<file path="src/sv/ate_pkg.sv">
`timescale 1ns / 1ps
package ate_pkg;

    // screen and parser geometry
    localparam int COLS     = 80;
    localparam int ROWS     = 25;
    localparam int MAX_ARGS = 10;
    localparam int TAB_STEP = 4;

    localparam int COL_W = 7;
    localparam int ROW_W = 5;
    localparam int ARG_W = 16;
    localparam int ALU_W = 20;
    localparam int IDX_W = $clog2(MAX_ARGS);
    localparam int CNT_W = $clog2(MAX_ARGS + 1);

    localparam logic [ARG_W-1:0] ARG_MAX = 16'hFFFF;
    localparam logic [7:0] ATTR_RST = 8'h07;

    localparam logic [ALU_W-1:0] LIM_ROW  = ALU_W'(ROWS - 1);
    localparam logic [ALU_W-1:0] LIM_COL  = ALU_W'(COLS - 1);
    localparam logic [ALU_W-1:0] LIM_ARG  = ALU_W'(ARG_MAX);
    localparam logic [ALU_W-1:0] LIM_NONE = '1;

    // character codes
    localparam logic [7:0] CH_ESC  = 8'h1B;
    localparam logic [7:0] CH_BS   = 8'h08;
    localparam logic [7:0] CH_TAB  = 8'h09;
    localparam logic [7:0] CH_LF   = 8'h0A;
    localparam logic [7:0] CH_CR   = 8'h0D;
    localparam logic [7:0] CH_SP   = 8'h20;
    localparam logic [7:0] CH_LBR  = 8'h5B;
    localparam logic [7:0] CH_SEMI = 8'h3B;
    localparam logic [7:0] CH_D0   = 8'h30;
    localparam logic [7:0] CH_D9   = 8'h39;
    localparam logic [7:0] CH_UP   = 8'h41;
    localparam logic [7:0] CH_DOWN = 8'h42;
    localparam logic [7:0] CH_FWD  = 8'h43;
    localparam logic [7:0] CH_BACK = 8'h44;
    localparam logic [7:0] CH_HOME = 8'h48;
    localparam logic [7:0] CH_ED   = 8'h4A;
    localparam logic [7:0] CH_SGR  = 8'h6D;

    // command kinds
    localparam logic [1:0] CMD_CELL   = 2'd0;
    localparam logic [1:0] CMD_SCROLL = 2'd1;
    localparam logic [1:0] CMD_CLEAR  = 2'd2;
    localparam logic [1:0] CMD_POS    = 2'd3;

    // sgr codes
    localparam logic [ARG_W-1:0] SGR_RESET   = 16'd0;
    localparam logic [ARG_W-1:0] SGR_BOLD    = 16'd1;
    localparam logic [ARG_W-1:0] SGR_BLINK   = 16'd5;
    localparam logic [ARG_W-1:0] SGR_NOBOLD  = 16'd22;
    localparam logic [ARG_W-1:0] SGR_NOBLINK = 16'd25;
    localparam logic [ARG_W-1:0] SGR_FG_LO   = 16'd30;
    localparam logic [ARG_W-1:0] SGR_FG_HI   = 16'd37;
    localparam logic [ARG_W-1:0] SGR_BG_LO   = 16'd40;
    localparam logic [ARG_W-1:0] SGR_BG_HI   = 16'd47;
    localparam logic [ARG_W-1:0] ED_ALL      = 16'd2;

    // alu operations
    localparam logic ALU_ADD = 1'b0;
    localparam logic ALU_SUB = 1'b1;

    typedef struct packed {
        logic             op;
        logic [ALU_W-1:0] a;
        logic [ALU_W-1:0] b;
        logic [ALU_W-1:0] lim;
    } t_alu_req;

    typedef struct packed {
        logic [ALU_W-1:0] res;
        logic             over;
        logic             under;
    } t_alu_rsp;

    typedef struct packed {
        logic             valid;
        logic [1:0]       kind;
        logic [ROW_W-1:0] row;
        logic [COL_W-1:0] col;
        logic [7:0]       glyph;
        logic [7:0]       attr;
        logic             last;
    } t_cmd;

    typedef struct packed {
        logic [7:0] attr;
        logic       bold;
        logic       blink;
    } t_sgr;

    // ansi color index to attribute color
    function automatic logic [3:0] color_map(input logic [2:0] idx);
        logic [3:0] c;
        case (idx)
            3'd0:    c = 4'h0;
            3'd1:    c = 4'h4;
            3'd2:    c = 4'h2;
            3'd3:    c = 4'hE;
            3'd4:    c = 4'h1;
            3'd5:    c = 4'h5;
            3'd6:    c = 4'h3;
            3'd7:    c = 4'h7;
            default: c = 4'h0;
        endcase
        return c;
    endfunction

    // one sgr parameter applied to the attribute state
    function automatic t_sgr sgr_step(input logic [ARG_W-1:0] p, input t_sgr s,
                                      input logic [7:0] dflt);
        t_sgr             o;
        logic [ARG_W-1:0] off;
        logic [3:0]       fg;
        logic [3:0]       bg;
        o   = s;
        off = '0;
        fg  = '0;
        bg  = '0;
        if (p == SGR_RESET) begin
            o.attr  = dflt;
            o.bold  = 1'b0;
            o.blink = 1'b0;
        end else if (p == SGR_BOLD) begin
            o.bold = 1'b1;
        end else if (p == SGR_BLINK) begin
            o.blink = 1'b1;
        end else if (p == SGR_NOBOLD) begin
            o.bold = 1'b0;
        end else if (p == SGR_NOBLINK) begin
            o.blink = 1'b0;
        end else if (p inside {[SGR_FG_LO:SGR_FG_HI]}) begin
            off    = p - SGR_FG_LO;
            fg     = color_map(off[2:0]) | {s.bold, 3'b000};
            o.attr = {s.blink, s.attr[6:4], fg};
        end else if (p inside {[SGR_BG_LO:SGR_BG_HI]}) begin
            off    = p - SGR_BG_LO;
            bg     = color_map(off[2:0]);
            o.attr = {s.blink, bg[2:0], s.attr[3:0]};
        end
        return o;
    endfunction

endpackage

</file>
<file path="src/sv/ate_alu.sv">
`timescale 1ns / 1ps
module ate_alu import ate_pkg::*; (
    input  t_alu_req i_req,
    output t_alu_rsp o_rsp
);

    logic [ALU_W:0] wide;
    logic           under;
    logic           over;

    always_comb begin
        if (i_req.op == ALU_SUB) begin
            wide = {1'b0, i_req.a} - {1'b0, i_req.b};
        end else begin
            wide = {1'b0, i_req.a} + {1'b0, i_req.b};
        end
    end

    // borrow out of a subtract means the result went below zero
    assign under = (i_req.op == ALU_SUB) && wide[ALU_W];
    assign over  = !under && (wide > {1'b0, i_req.lim});

    always_comb begin
        o_rsp.under = under;
        o_rsp.over  = over;
        if (under) begin
            o_rsp.res = '0;
        end else if (over) begin
            o_rsp.res = i_req.lim;
        end else begin
            o_rsp.res = wide[ALU_W-1:0];
        end
    end

endmodule

</file>
<file path="src/sv/ate_out.sv">
`timescale 1ns / 1ps
module ate_out import ate_pkg::*; (
    input  logic             i_clk,
    input  logic             i_rst_n,
    input  t_cmd             i_cmd,
    input  logic             i_stall,
    output logic             o_slot_free,
    output logic             o_valid,
    output logic [1:0]       o_cmd_kind,
    output logic [ROW_W-1:0] o_cell_row,
    output logic [COL_W-1:0] o_cell_col,
    output logic [7:0]       o_glyph,
    output logic [7:0]       o_cell_attr,
    output logic             o_last_cmd
);

    logic r_valid;
    logic n_valid;
    t_cmd r_word;

    assign o_slot_free = !r_valid || !i_stall;

    always_comb begin
        n_valid = r_valid;
        if (i_cmd.valid) begin
            n_valid = 1'b1;
        end else if (!i_stall) begin
            n_valid = 1'b0;
        end
    end

    always_ff @(posedge i_clk) begin
        if (!i_rst_n) begin
            r_valid <= 1'b0;
        end else begin
            r_valid <= n_valid;
        end
    end

    always_ff @(posedge i_clk) begin
        if (i_cmd.valid) begin
            r_word <= i_cmd;
        end
    end

    assign o_valid     = r_valid;
    assign o_cmd_kind  = r_word.kind;
    assign o_cell_row  = r_word.row;
    assign o_cell_col  = r_word.col;
    assign o_glyph     = r_word.glyph;
    assign o_cell_attr = r_word.attr;
    assign o_last_cmd  = r_word.last;

endmodule

</file>
<file path="src/sv/ate_seq.sv">
`timescale 1ns / 1ps
module ate_seq import ate_pkg::*; (
    input  logic       i_clk,
    input  logic       i_rst_n,
    input  logic       i_valid,
    input  logic [7:0] i_char_code,
    output logic       o_busy,
    input  logic [7:0] i_default_attr,
    input  logic       i_slot_free,
    output t_alu_req   o_alu_req,
    input  t_alu_rsp   i_alu_rsp,
    output t_cmd       o_cmd
);

    localparam logic [3:0] ST_IDLE   = 4'd0;
    localparam logic [3:0] ST_DIG1   = 4'd1;
    localparam logic [3:0] ST_DIG2   = 4'd2;
    localparam logic [3:0] ST_SGR    = 4'd3;
    localparam logic [3:0] ST_MOVE   = 4'd4;
    localparam logic [3:0] ST_HCOL   = 4'd5;
    localparam logic [3:0] ST_POS    = 4'd6;
    localparam logic [3:0] ST_CLR    = 4'd7;
    localparam logic [3:0] ST_CELL   = 4'd8;
    localparam logic [3:0] ST_COLADV = 4'd9;
    localparam logic [3:0] ST_ROWINC = 4'd10;
    localparam logic [3:0] ST_SCROLL = 4'd11;
    localparam logic [3:0] ST_BS     = 4'd12;
    localparam logic [3:0] ST_BSROW  = 4'd13;
    localparam logic [3:0] ST_ERASE  = 4'd14;

    logic [3:0]       r_state, n_state;
    logic [7:0]       r_char, n_char;
    logic [ROW_W-1:0] r_row, n_row;
    logic [COL_W-1:0] r_col, n_col;
    logic [7:0]       r_attr, n_attr;
    logic             r_bold, n_bold;
    logic             r_blink, n_blink;
    logic             r_seen, n_seen;
    logic             r_csi, n_csi;
    logic [ARG_W-1:0] r_args [MAX_ARGS];
    logic [ARG_W-1:0] n_args [MAX_ARGS];
    logic [CNT_W-1:0] r_cnt, n_cnt;
    logic [IDX_W-1:0] r_idx, n_idx;
    logic [ALU_W-1:0] r_tmp, n_tmp;

    logic             accept;
    logic [CNT_W-1:0] cnt_m1;
    logic [IDX_W-1:0] rd_idx;
    logic [ARG_W-1:0] arg_sel;
    logic [ARG_W-1:0] cnt0;
    logic [ARG_W-1:0] cnt1;
    t_sgr             sgr_in;
    t_sgr             sgr_out;

    assign o_busy  = (r_state != ST_IDLE);
    assign accept  = i_valid && (r_state == ST_IDLE);
    assign cnt_m1  = r_cnt - 1'b1;
    // one read port: walk index during sgr, current parameter otherwise
    assign rd_idx  = (r_state == ST_SGR) ? r_idx : cnt_m1[IDX_W-1:0];
    assign arg_sel = r_args[rd_idx];
    assign cnt0    = (r_args[0] == '0) ? ARG_W'(1) : r_args[0];
    assign cnt1    = (r_args[1] == '0) ? ARG_W'(1) : r_args[1];
    assign sgr_in  = '{attr: r_attr, bold: r_bold, blink: r_blink};
    assign sgr_out = sgr_step(arg_sel, sgr_in, i_default_attr);

    // operand selection for the shared adder
    always_comb begin
        o_alu_req = '{op: ALU_ADD, a: '0, b: '0, lim: LIM_NONE};
        case (r_state)
            ST_DIG1: begin
                o_alu_req.a = ALU_W'({arg_sel, 3'b000});
                o_alu_req.b = ALU_W'({arg_sel, 1'b0});
            end
            ST_DIG2: begin
                o_alu_req.a   = r_tmp;
                o_alu_req.b   = ALU_W'(r_char[3:0]);
                o_alu_req.lim = LIM_ARG;
            end
            ST_MOVE: begin
                case (r_char)
                    CH_UP: begin
                        o_alu_req = '{op: ALU_SUB, a: ALU_W'(r_row), b: ALU_W'(cnt0),
                                      lim: LIM_ROW};
                    end
                    CH_DOWN: begin
                        o_alu_req = '{op: ALU_ADD, a: ALU_W'(r_row), b: ALU_W'(cnt0),
                                      lim: LIM_ROW};
                    end
                    CH_FWD: begin
                        o_alu_req = '{op: ALU_ADD, a: ALU_W'(r_col), b: ALU_W'(cnt0),
                                      lim: LIM_COL};
                    end
                    CH_BACK: begin
                        o_alu_req = '{op: ALU_SUB, a: ALU_W'(r_col), b: ALU_W'(cnt0),
                                      lim: LIM_COL};
                    end
                    default: begin
                        o_alu_req = '{op: ALU_SUB, a: ALU_W'(cnt0), b: ALU_W'(1),
                                      lim: LIM_ROW};
                    end
                endcase
            end
            ST_HCOL: begin
                o_alu_req = '{op: ALU_SUB, a: ALU_W'(cnt1), b: ALU_W'(1), lim: LIM_COL};
            end
            ST_COLADV: begin
                o_alu_req.a   = ALU_W'(r_col);
                o_alu_req.b   = (r_char == CH_TAB) ? ALU_W'(TAB_STEP) : ALU_W'(1);
                o_alu_req.lim = LIM_COL;
            end
            ST_ROWINC: begin
                o_alu_req = '{op: ALU_ADD, a: ALU_W'(r_row), b: ALU_W'(1), lim: LIM_ROW};
            end
            ST_BS: begin
                o_alu_req = '{op: ALU_SUB, a: ALU_W'(r_col), b: ALU_W'(1), lim: LIM_COL};
            end
            ST_BSROW: begin
                o_alu_req = '{op: ALU_SUB, a: ALU_W'(r_row), b: ALU_W'(1), lim: LIM_ROW};
            end
            default: begin
            end
        endcase
    end

    // output word
    always_comb begin
        o_cmd = '{valid: 1'b0, kind: CMD_CELL, row: r_row, col: r_col,
                  glyph: CH_SP, attr: r_attr, last: 1'b0};
        case (r_state)
            ST_POS: begin
                o_cmd.valid = i_slot_free;
                o_cmd.kind  = CMD_POS;
                o_cmd.glyph = '0;
                o_cmd.attr  = '0;
                o_cmd.last  = 1'b1;
            end
            ST_CLR: begin
                o_cmd.valid = i_slot_free;
                o_cmd.kind  = CMD_CLEAR;
                o_cmd.row   = '0;
                o_cmd.col   = '0;
                o_cmd.last  = 1'b1;
            end
            ST_CELL: begin
                o_cmd.valid = i_slot_free;
                o_cmd.glyph = r_char;
            end
            ST_ERASE: begin
                o_cmd.valid = i_slot_free;
            end
            ST_SCROLL: begin
                o_cmd.valid = i_slot_free;
                o_cmd.kind  = CMD_SCROLL;
                o_cmd.row   = ROW_W'(ROWS - 1);
                o_cmd.col   = '0;
                o_cmd.attr  = i_default_attr;
            end
            default: begin
            end
        endcase
    end

    always_comb begin
        n_state = r_state;
        n_char  = r_char;
        n_row   = r_row;
        n_col   = r_col;
        n_attr  = r_attr;
        n_bold  = r_bold;
        n_blink = r_blink;
        n_seen  = r_seen;
        n_csi   = r_csi;
        n_args  = r_args;
        n_cnt   = r_cnt;
        n_idx   = r_idx;
        n_tmp   = r_tmp;
        case (r_state)
            ST_IDLE: begin
                if (accept) begin
                    n_char = i_char_code;
                    if (i_char_code == CH_ESC) begin
                        n_seen = 1'b1;
                        n_csi  = 1'b0;
                        n_cnt  = CNT_W'(1);
                        for (int i = 0; i < MAX_ARGS; i++) n_args[i] = '0;
                    end else if (r_seen && !r_csi && i_char_code == CH_LBR) begin
                        n_seen = 1'b1;
                        n_csi  = 1'b1;
                        n_cnt  = CNT_W'(1);
                        for (int i = 0; i < MAX_ARGS; i++) n_args[i] = '0;
                    end else if (r_seen && r_csi) begin
                        if (i_char_code inside {[CH_D0:CH_D9]}) begin
                            n_state = ST_DIG1;
                        end else if (i_char_code == CH_SEMI) begin
                            if (r_cnt < CNT_W'(MAX_ARGS)) begin
                                n_cnt = r_cnt + 1'b1;
                            end
                        end else begin
                            case (i_char_code)
                                CH_UP, CH_DOWN, CH_FWD, CH_BACK, CH_HOME: begin
                                    n_state = ST_MOVE;
                                end
                                CH_SGR: begin
                                    n_idx   = '0;
                                    n_state = ST_SGR;
                                end
                                default: begin
                                    // erase display and unknown finals end the sequence here
                                    if (i_char_code == CH_ED && r_args[0] == ED_ALL) begin
                                        n_row   = '0;
                                        n_col   = '0;
                                        n_state = ST_CLR;
                                    end
                                    n_seen = 1'b0;
                                    n_csi  = 1'b0;
                                    n_cnt  = CNT_W'(1);
                                    for (int i = 0; i < MAX_ARGS; i++) n_args[i] = '0;
                                end
                            endcase
                        end
                    end else begin
                        n_seen = 1'b0;
                        n_csi  = 1'b0;
                        case (i_char_code)
                            CH_BS: begin
                                n_state = ST_BS;
                            end
                            CH_LF, CH_CR: begin
                                n_col   = '0;
                                n_state = ST_ROWINC;
                            end
                            CH_TAB: begin
                                n_state = ST_COLADV;
                            end
                            default: begin
                                n_state = ST_CELL;
                            end
                        endcase
                    end
                end
            end
            ST_DIG1: begin
                n_tmp   = i_alu_rsp.res;
                n_state = ST_DIG2;
            end
            ST_DIG2: begin
                n_args[cnt_m1[IDX_W-1:0]] = i_alu_rsp.res[ARG_W-1:0];
                n_state = ST_IDLE;
            end
            ST_SGR: begin
                n_attr  = sgr_out.attr;
                n_bold  = sgr_out.bold;
                n_blink = sgr_out.blink;
                if (r_idx == cnt_m1[IDX_W-1:0]) begin
                    n_seen  = 1'b0;
                    n_csi   = 1'b0;
                    n_cnt   = CNT_W'(1);
                    for (int i = 0; i < MAX_ARGS; i++) n_args[i] = '0;
                    n_state = ST_IDLE;
                end else begin
                    n_idx = r_idx + 1'b1;
                end
            end
            ST_MOVE: begin
                if (r_char == CH_HOME) begin
                    n_row   = i_alu_rsp.res[ROW_W-1:0];
                    n_state = ST_HCOL;
                end else begin
                    if (r_char == CH_UP || r_char == CH_DOWN) begin
                        n_row = i_alu_rsp.res[ROW_W-1:0];
                    end else begin
                        n_col = i_alu_rsp.res[COL_W-1:0];
                    end
                    n_seen  = 1'b0;
                    n_csi   = 1'b0;
                    n_cnt   = CNT_W'(1);
                    for (int i = 0; i < MAX_ARGS; i++) n_args[i] = '0;
                    n_state = ST_POS;
                end
            end
            ST_HCOL: begin
                n_col   = i_alu_rsp.res[COL_W-1:0];
                n_seen  = 1'b0;
                n_csi   = 1'b0;
                n_cnt   = CNT_W'(1);
                for (int i = 0; i < MAX_ARGS; i++) n_args[i] = '0;
                n_state = ST_POS;
            end
            ST_CELL: begin
                if (i_slot_free) begin
                    n_state = ST_COLADV;
                end
            end
            ST_COLADV: begin
                if (i_alu_rsp.over) begin
                    n_col   = '0;
                    n_state = ST_ROWINC;
                end else begin
                    n_col   = i_alu_rsp.res[COL_W-1:0];
                    n_state = ST_POS;
                end
            end
            ST_ROWINC: begin
                // clamped result keeps the cursor on the last row on overflow
                n_row   = i_alu_rsp.res[ROW_W-1:0];
                n_state = i_alu_rsp.over ? ST_SCROLL : ST_POS;
            end
            ST_BS: begin
                if (i_alu_rsp.under) begin
                    n_state = ST_BSROW;
                end else begin
                    n_col   = i_alu_rsp.res[COL_W-1:0];
                    n_state = ST_ERASE;
                end
            end
            ST_BSROW: begin
                if (i_alu_rsp.under) begin
                    n_state = ST_POS;
                end else begin
                    n_row   = i_alu_rsp.res[ROW_W-1:0];
                    n_col   = COL_W'(COLS - 1);
                    n_state = ST_ERASE;
                end
            end
            ST_SCROLL, ST_ERASE: begin
                if (i_slot_free) begin
                    n_state = ST_POS;
                end
            end
            ST_POS, ST_CLR: begin
                if (i_slot_free) begin
                    n_state = ST_IDLE;
                end
            end
            default: begin
                n_state = ST_IDLE;
            end
        endcase
    end

    always_ff @(posedge i_clk) begin
        if (!i_rst_n) begin
            r_state <= ST_IDLE;
            r_row   <= '0;
            r_col   <= '0;
            r_attr  <= ATTR_RST;
            r_bold  <= 1'b0;
            r_blink <= 1'b0;
            r_seen  <= 1'b0;
            r_csi   <= 1'b0;
            r_cnt   <= CNT_W'(1);
            for (int i = 0; i < MAX_ARGS; i++) r_args[i] <= '0;
        end else begin
            r_state <= n_state;
            r_row   <= n_row;
            r_col   <= n_col;
            r_attr  <= n_attr;
            r_bold  <= n_bold;
            r_blink <= n_blink;
            r_seen  <= n_seen;
            r_csi   <= n_csi;
            r_cnt   <= n_cnt;
            r_args  <= n_args;
        end
    end

    always_ff @(posedge i_clk) begin
        r_char <= n_char;
        r_idx  <= n_idx;
        r_tmp  <= n_tmp;
    end

    a_cnt_range: assert property (@(posedge i_clk) disable iff (!i_rst_n)
        r_cnt >= CNT_W'(1) && r_cnt <= CNT_W'(MAX_ARGS))
        else $error("parameter count out of range");

    a_csi_escape: assert property (@(posedge i_clk) disable iff (!i_rst_n)
        r_csi |-> r_seen)
        else $error("csi flag without escape");

    a_cursor_range: assert property (@(posedge i_clk) disable iff (!i_rst_n)
        r_row <= ROW_W'(ROWS - 1) && r_col <= COL_W'(COLS - 1))
        else $error("cursor off screen");

    a_last_ends: assert property (@(posedge i_clk) disable iff (!i_rst_n)
        o_cmd.valid && o_cmd.last |=> r_state == ST_IDLE)
        else $error("last word did not end the character");

    a_scroll_row: assert property (@(posedge i_clk) disable iff (!i_rst_n)
        o_cmd.valid && o_cmd.kind == CMD_SCROLL |-> r_row == ROW_W'(ROWS - 1))
        else $error("scroll issued with cursor above last row");

endmodule

</file>
<file path="src/sv/ansi_text_terminal_engine.sv">
// Character-stream terminal engine: one byte per input word, turned into screen commands
// (cell write, scroll, clear, cursor position) for an external display memory, with the
// final command of each byte flagged by o_last_cmd. A byte is taken only while o_stall is
// low; bytes that emit nothing (escape, bracket, semicolon) leave the sequencer idle,
// while digits, cursor, erase and SGR finals, printable and control bytes are worked
// through one shared add/clamp unit under a small sequencer, with o_stall held high until
// the byte is done. Each emitted command also waits for as long as i_stall keeps the output
// register full. default_attr is to be written through the cfg channel only while the
// engine is idle; the user must keep to this, the block itself does not enforce it.
`timescale 1ns / 1ps
module ansi_text_terminal_engine import ate_pkg::*; (
    input  logic             i_clk,
    input  logic             i_rst_n,
    input  logic             i_valid,
    output logic             o_stall,
    input  logic [7:0]       i_char_code,
    output logic             o_valid,
    input  logic             i_stall,
    output logic [1:0]       o_cmd_kind,
    output logic [ROW_W-1:0] o_cell_row,
    output logic [COL_W-1:0] o_cell_col,
    output logic [7:0]       o_glyph,
    output logic [7:0]       o_cell_attr,
    output logic             o_last_cmd,
    input  logic             i_cfg_valid,
    output logic             o_cfg_ready,
    input  logic [7:0]       i_cfg_data
);

    logic [7:0] r_default_attr;
    logic       slot_free;
    t_alu_req   alu_req;
    t_alu_rsp   alu_rsp;
    t_cmd       cmd;

    assign o_cfg_ready = 1'b1;

    always_ff @(posedge i_clk) begin
        if (!i_rst_n) begin
            r_default_attr <= ATTR_RST;
        end else if (i_cfg_valid && o_cfg_ready) begin
            r_default_attr <= i_cfg_data;
        end
    end

    ate_seq u_seq (
        .i_clk          (i_clk),
        .i_rst_n        (i_rst_n),
        .i_valid        (i_valid),
        .i_char_code    (i_char_code),
        .o_busy         (o_stall),
        .i_default_attr (r_default_attr),
        .i_slot_free    (slot_free),
        .o_alu_req      (alu_req),
        .i_alu_rsp      (alu_rsp),
        .o_cmd          (cmd)
    );

    ate_alu u_alu (
        .i_req (alu_req),
        .o_rsp (alu_rsp)
    );

    ate_out u_out (
        .i_clk       (i_clk),
        .i_rst_n     (i_rst_n),
        .i_cmd       (cmd),
        .i_stall     (i_stall),
        .o_slot_free (slot_free),
        .o_valid     (o_valid),
        .o_cmd_kind  (o_cmd_kind),
        .o_cell_row  (o_cell_row),
        .o_cell_col  (o_cell_col),
        .o_glyph     (o_glyph),
        .o_cell_attr (o_cell_attr),
        .o_last_cmd  (o_last_cmd)
    );

endmodule

</file>
<file path="config.mk">
export PLATFORM = sky130hd
export DESIGN_NAME = ansi_text_terminal_engine
export DESIGN_NICKNAME = d
export VERILOG_FILES = /design/src/sv/ate_pkg.sv /design/src/sv/ate_alu.sv /design/src/sv/ate_out.sv /design/src/sv/ate_seq.sv /design/src/sv/ansi_text_terminal_engine.sv
export SDC_FILE = /design/constraint.sdc
export NUM_CORES = 1
export LEC_CHECK = 0
export ABC_CLOCK_PERIOD_IN_PS = 12100
export BUFFER_PORTS_ARGS = -buffer_cell sky130_fd_sc_hd__buf_4
export CAP_MARGIN = 0
export CORE_UTILIZATION = 60
export CTS_CLUSTER_DIAMETER = 40
export DETAILED_ROUTE_END_ITERATION = 8
export GPL_TIMING_DRIVEN = 1
export PLACE_DENSITY = 0.82
export SKIP_CTS_REPAIR_TIMING = 1
export SLEW_MARGIN = 20
export SYNTH_ARGS = -nofsm -noshare
export SYNTH_HDL_FRONTEND = slang
export SYNTH_SLANG_ARGS = --single-unit
</file>
<file path="constraint.sdc">
create_clock -name i_clk -period 12.1 [get_ports i_clk]
set_input_delay 0.605 -clock i_clk [delete_from_list [all_inputs] [get_ports i_clk]]
set_output_delay 0.605 -clock i_clk [all_outputs]
set_load 0.01 [all_outputs]
</file>
# Yosys cells after proc, flatten, opt, wreduce, memory -nomap -nowiden
# Memory sizes are Yosys's and may differ from the RTL's.
# Cells that the tools add are included.
# Widths: inputs -> output; s select.
[totals]
ff_bits = 264
rom_bits = 64
input_bits = 21
output_inout_bits = 34
word_cells = 326
memories = 2
[mem_list]
columns = ["name", "words", "word_bits", "rd", "rd_clocked_by_memory_dff", "write_ports", "line", "rtl"]
rows = [
  ["(no name shown)", 8, 4, 1, 0, 0, "ate_pkg.sv:98", "case (idx)"],
  ["(no name shown)", 8, 4, 1, 0, 0, "ate_pkg.sv:98", ""],
]
[op_classes]
n_addsub = 7
n_lt_le_gt_ge = 11
n_eq_ne = 83
mux = 133
n_bitwise = 3
n_reduce_logical = 54
[op_table]
columns = ["op", "n"]
rows = [
  ["$mux 160", 9],
  ["$pmux 160 s5", 1],
  ["$pmux 40 s7", 1],
  ["$pmux 61 s4", 1],
  ["$bwmux 160", 1],
  ["$mux 4", 39],
  ["$eq 8x7->1 const B", 13],
  ["$mux 7", 14],
  ["$mux 16", 6],
  ["$pmux 20 s4", 1],
  ["$bmux 16 s4", 1],
  ["$demux 16 s4", 1],
  ["$mux 5", 11],
  ["$logic_not 16->1", 3],
  ["$pmux 4 s12", 1],
  ["$pmux 7 s6", 1],
  ["$eq 8x4->1 const B", 5],
  ["$mux 8", 5],
  ["$eq 16x5->1 const B", 2],
  ["$le 16x6->1 const B", 2],
  ["$ne 2x2->1 const B", 16],
  ["$pmux 8 s2", 2],
  ["$eq 4x4->1 const B", 7],
  ["$ne 5x5->1 const B", 5],
  ["other kinds (67)", 143],
]

# Longest topological paths before layout
[depth]
word_depth = 21
mapped_depth = 40

# Cells and area by module
# Synthesis repeated with hierarchy kept, for this count alone.
[unflattened]
cells_unflattened = 1740
hier_area_um2 = 15325.9
[by_module_without_submodules]
columns = ["module", "n_inst", "cells_per_inst", "area_per_inst_um2", "seq_area_each_um2"]
rows = [
  ["ate_seq", 1, 1370, 11862.6, 4804.6],
  ["ate_alu", 1, 308, 2192.1, 0.0],
  ["ate_out", 1, 35, 965.9, 950.9],
  ["ansi_text_terminal_engine", 1, 27, 305.3, 160.2],
]

# Worst setup path before layout
# OpenSTA, ideal clock, no wires.
[synth_path]
path_type = "flip-flop to flip-flop"
startpoint = "register u_seq.r_cnt[0]"
endpoint = "register u_seq.r_tmp[1] (data pin)"
setup_ps = 253
arrival_time_ps = 7514
required_time_ps = 11847
setup_slack_ps = 4333
stages_incl_launch_ff = 36
path_buffers = 3
period_less_slack_ps = 7767
path_cell_list = "dfxtp_1 buf_2 inv_1 ha_1 inv_1 mux2i_1 mux4_2 mux2i_1 o22a_1 nor2_1 nor2_1 ha_1 o2111ai_1 nor4_4 and2_1 a21oi_1 xor2_1 ha_1 nand3_1 or3_1 o21ai_0 o21ai_0 xnor2_1 ha_1 a21o_1 a21oi_1 nand2b_1 a2111oi_0 o31ai_1 nand3_1 and2_1 clkbuf_1 mux2i_1 o2111ai_1 buf_6 inv_1"
[synth_lines]
columns = ["element", "line", "rtl"]
rows = [
  ["start, declared", "ate_seq.sv:42", "logic [CNT_W-1:0] r_cnt, n_cnt;"],
  ["start signal, assigned", "ate_seq.sv:362", "r_cnt <= n_cnt;"],
  ["end signal, assigned", "ate_seq.sv:370", "r_tmp <= n_tmp;"],
  ["end, declared", "ate_seq.sv:44", "logic [ALU_W-1:0] r_tmp, n_tmp;"],
]

==> metrics.md <==
| Metric | Value |
|---|---|
| Seq cells post-synth | 264 |
| Fillers | 1958 |
| Slew @ Worst Pin | 1.06 ns |
| Die height | 161 µm |
| Count of cell types in the netlist | 88 |
| Count of input and output buffers | 53 |
| TritonRoute pass-1 iters | 9 |
| Hold Crit Class | in -> reg |
| Clk root buf | clkbuf_16 |
| EDFF count, synth | 63 |
| Initial Util | 62.0% |
| Fmax | 101 MHz |
| Register area share after synthesis | 38.8% |
| Slew Viols, Final | 0 |
| Post-layout minimum cycle time | 9.94 ns |
| MaxCap Viol Count | 0 |
| Post-synth top area share | 26.4% |
| Remaining antenna violation count | 0 |
| DR iter-0 viols | 2289 |
| CP max stage delay | 0.87 ns |
| Warnings, synthesis | 0 |
| Synth-to-Final Area Change | 11.1% |
| Largest net degree at the start of global routing | 42 |
| Mapped Nets | 1884 |
| Crit share post-route | 82.1% |
| Longest Clk Path Bufs | 3 |
| H-Tree Depth | 2 |
| Startpoint Class | flop |
| Most common cell on crit path | a211oi_1 |
| Clock latency on the worst-skew pair | 0.53 ns |
| Hold slack final | 0.292 ns |
| Setup TNS | 0 ns |
| Die Width | 161 µm |
| CP max stage cell | dfxtp_1 |
| Share of layout cells above drive strength 1 | 10.2% |
| Async SR Flop Fraction | 0% |
| Post-DP HPWL | 34.2 mm |
| RSZ-0062 raised after global routing | false |
| DR WL/cell | 22.6 µm |
| Leading area contributor after synthesis | dfxtp_1 |
| Rel. slew slack | 29.0% |
| Most used DFF post-synth | dfxtp_1 |
| TritonCTS buffer count | 36 |
| Vias/cell | 6.80 |
| Io pins | 55 |
| First-pass GRT wire length | 76.3 mm |
| CP Capture Type | flop |
| Final setup vio count | 0 |
| Status | finished, final reports clean |
| Row cnt | 57 |
| Ranking of synthesized cells by area | dfxtp_1, edfxtp_1, nand2_1, o21ai_0, mux2i_1 |
| Register area | 5920 µm² |
| Vias in the first global route | 13900 |
| Synth Cell Area | 15200 µm² |
| Clock transition at the registers of the reported paths | 0.06 ns |
| Total die area | 26000 µm² |
| Residual DRC | 0 |
| Multi-input logic area | 8620 µm² |
| Syn Inst Count | 1813 |
| Wirelength, routed | 48.9 mm |
| GRT overflow | 0 |
| Floorplan Core Area | 24600 µm² |
| Nets | 1883 |
| Vias | 14700 |
| Crit path DAT | 10.16 ns |
| TritonCTS clock tree | built |
| Antenna violations before repair | 0 |
| Hold Vio Cnt, Final | 0 |
| Synthesized area per cell | 8.41 µm² |
| Routability cong. | 0.968 |
| Diode count | 0 |
| Clock Sink Count | 264 |
| Skew final | 0.0214 ns |
| WP data required | 12.32 ns |
| Largest fanout on the critical path | 41 |
| WS Path Type | reg -> reg |
| Tot GR Track Use | 37.3% |
per-layer routing:
| layer | GRT usage (%) | vias up | wire length (µm) |
|---|---|---|---|
| li1 | - | 6612 | - |
| met4 | 16.6 | 0 | 2320 |
| met2 | 60.2 | 938 | 22500 |
| met5 | 0 | - | 0 |
| met1 | 49.0 | 6969 | 19000 |
| met3 | 6.57 | 197 | 5110 |
metrics by stage:
stage	std cells	cell area (µm²)	setup slack, ns	util, %
floorplan	1813	15200	4.33	-
global route	2164	16900	1.39	68.8
finish	2164	16900	2.16	68.8
CTS	2164	16900	2.39	68.8
detailed placement	2098	15700	2.37	63.6
global placement	2098	15700	2.62	63.6
cell usage in the layout (no fill, tap or decap), drive strengths merged, types with 5 or more instances in the layout:
cell type	instances
or2	8
o211ai	14
a22o	7
a211oi	21
a22oi	33
inv	62
nor2b	21
a32oi	5
nor2	132
a31oi	21
clkbuf	45
dfxtp	201
or3	7
nor3	36
o2111ai	7
mux4	6
a222oi	15
xor2	15
nand2b	20
a31o	5
nand4	15
nor4	15
a21o	22
and2	10
xnor2	27
nand3	27
mux2i	88
mux2	7
o21a	21
nand2	288
a21oi	93
clkinv	6
o31ai	5
o22ai	22
o21ai	241
ha	49
and3	17
buf	70
edfxtp	63
registers in the layout, summed over array words and instances (netlist names), 7 cells and up:
name / flops
u_seq.r_attr: 8
u_out.o_glyph: 8
r_default_attr: 8
u_seq.r_args: 160
u_out.o_cell_col: 7
u_out.o_cell_attr: 8
u_seq.r_col: 7
u_seq.r_tmp: 20
u_seq.r_char: 8
critical path: cells and delay by family (launching register included):
family	cells	cell delay, ns
flip-flops	1	0.87
buffers and inverters	1	0.62
multiplexers	3	1.48
XOR/XNOR	2	0.32
adder cells (fa/ha/maj)	2	0.54
AND/OR/NAND/NOR	7	1.92
AO/OA/AOI/OAI	14	3.77
cells in the mapped netlist, drive strengths merged, types with 8 or more instances:
| cell type | count |
|---|---|
| xor2 | 15 |
| a21o | 22 |
| nand2 | 288 |
| or2 | 8 |
| o21a | 21 |
| o21ai | 241 |
| nand2b | 20 |
| and2 | 10 |
| inv | 53 |
| edfxtp | 63 |
| mux2i | 88 |
| a222oi | 15 |
| a21oi | 93 |
| clkbuf | 76 |
| nor3 | 36 |
| nor2b | 21 |
| a22oi | 33 |
| xnor2 | 27 |
| dfxtp | 201 |
| nor4 | 15 |
| and3 | 17 |
| nand4 | 15 |
| a31oi | 21 |
| o211ai | 14 |
| ha | 49 |
| a211oi | 21 |
| o22ai | 22 |
| buf | 33 |
| nor2 | 132 |
| nand3 | 27 |
layout make-up:
cell class | count | share of cell area, %
clock inverters | 21 | 1.50
repair buffers | 70 | 3.10
multi-input cells | 1387 | 50.9
flip-flops and latches | 264 | 34.9
clock buffers | 45 | 6.01
inverters | 53 | 1.17
well taps | 324 | 2.39
worst paths after layout:
kind	startpoint	end	slack (ns)	depth (start not counted)
max reg2reg	u_seq.r_state[2]$_SDFFE_PN0P_	u_seq.r_tmp[7]$_DFFE_PP_	2.16	29
min	i_cfg_data[2]	r_default_attr[2]$_SDFFE_PN1P_	0.29	3
max	u_seq.r_state[2]$_SDFFE_PN0P_	u_seq.r_tmp[7]$_DFFE_PP_	2.16	29
min reg2reg	u_seq.r_args[18]$_SDFFE_PN0P_	u_seq.r_args[18]$_SDFFE_PN0P_	0.45	2
kinds of logic after synthesis:
kind of cell,share of synthesized area (%)
compound gates,23.9
xor+xnor,2.41
fa+ha+maj,4.15
buf+inv,4.79
flops,38.8
mux,7.28
other cells,0.0246
simple gates,18.7
Power is not shown: default switching activity piles up to over one toggle a cycle in this logic, so the estimate is an artifact.
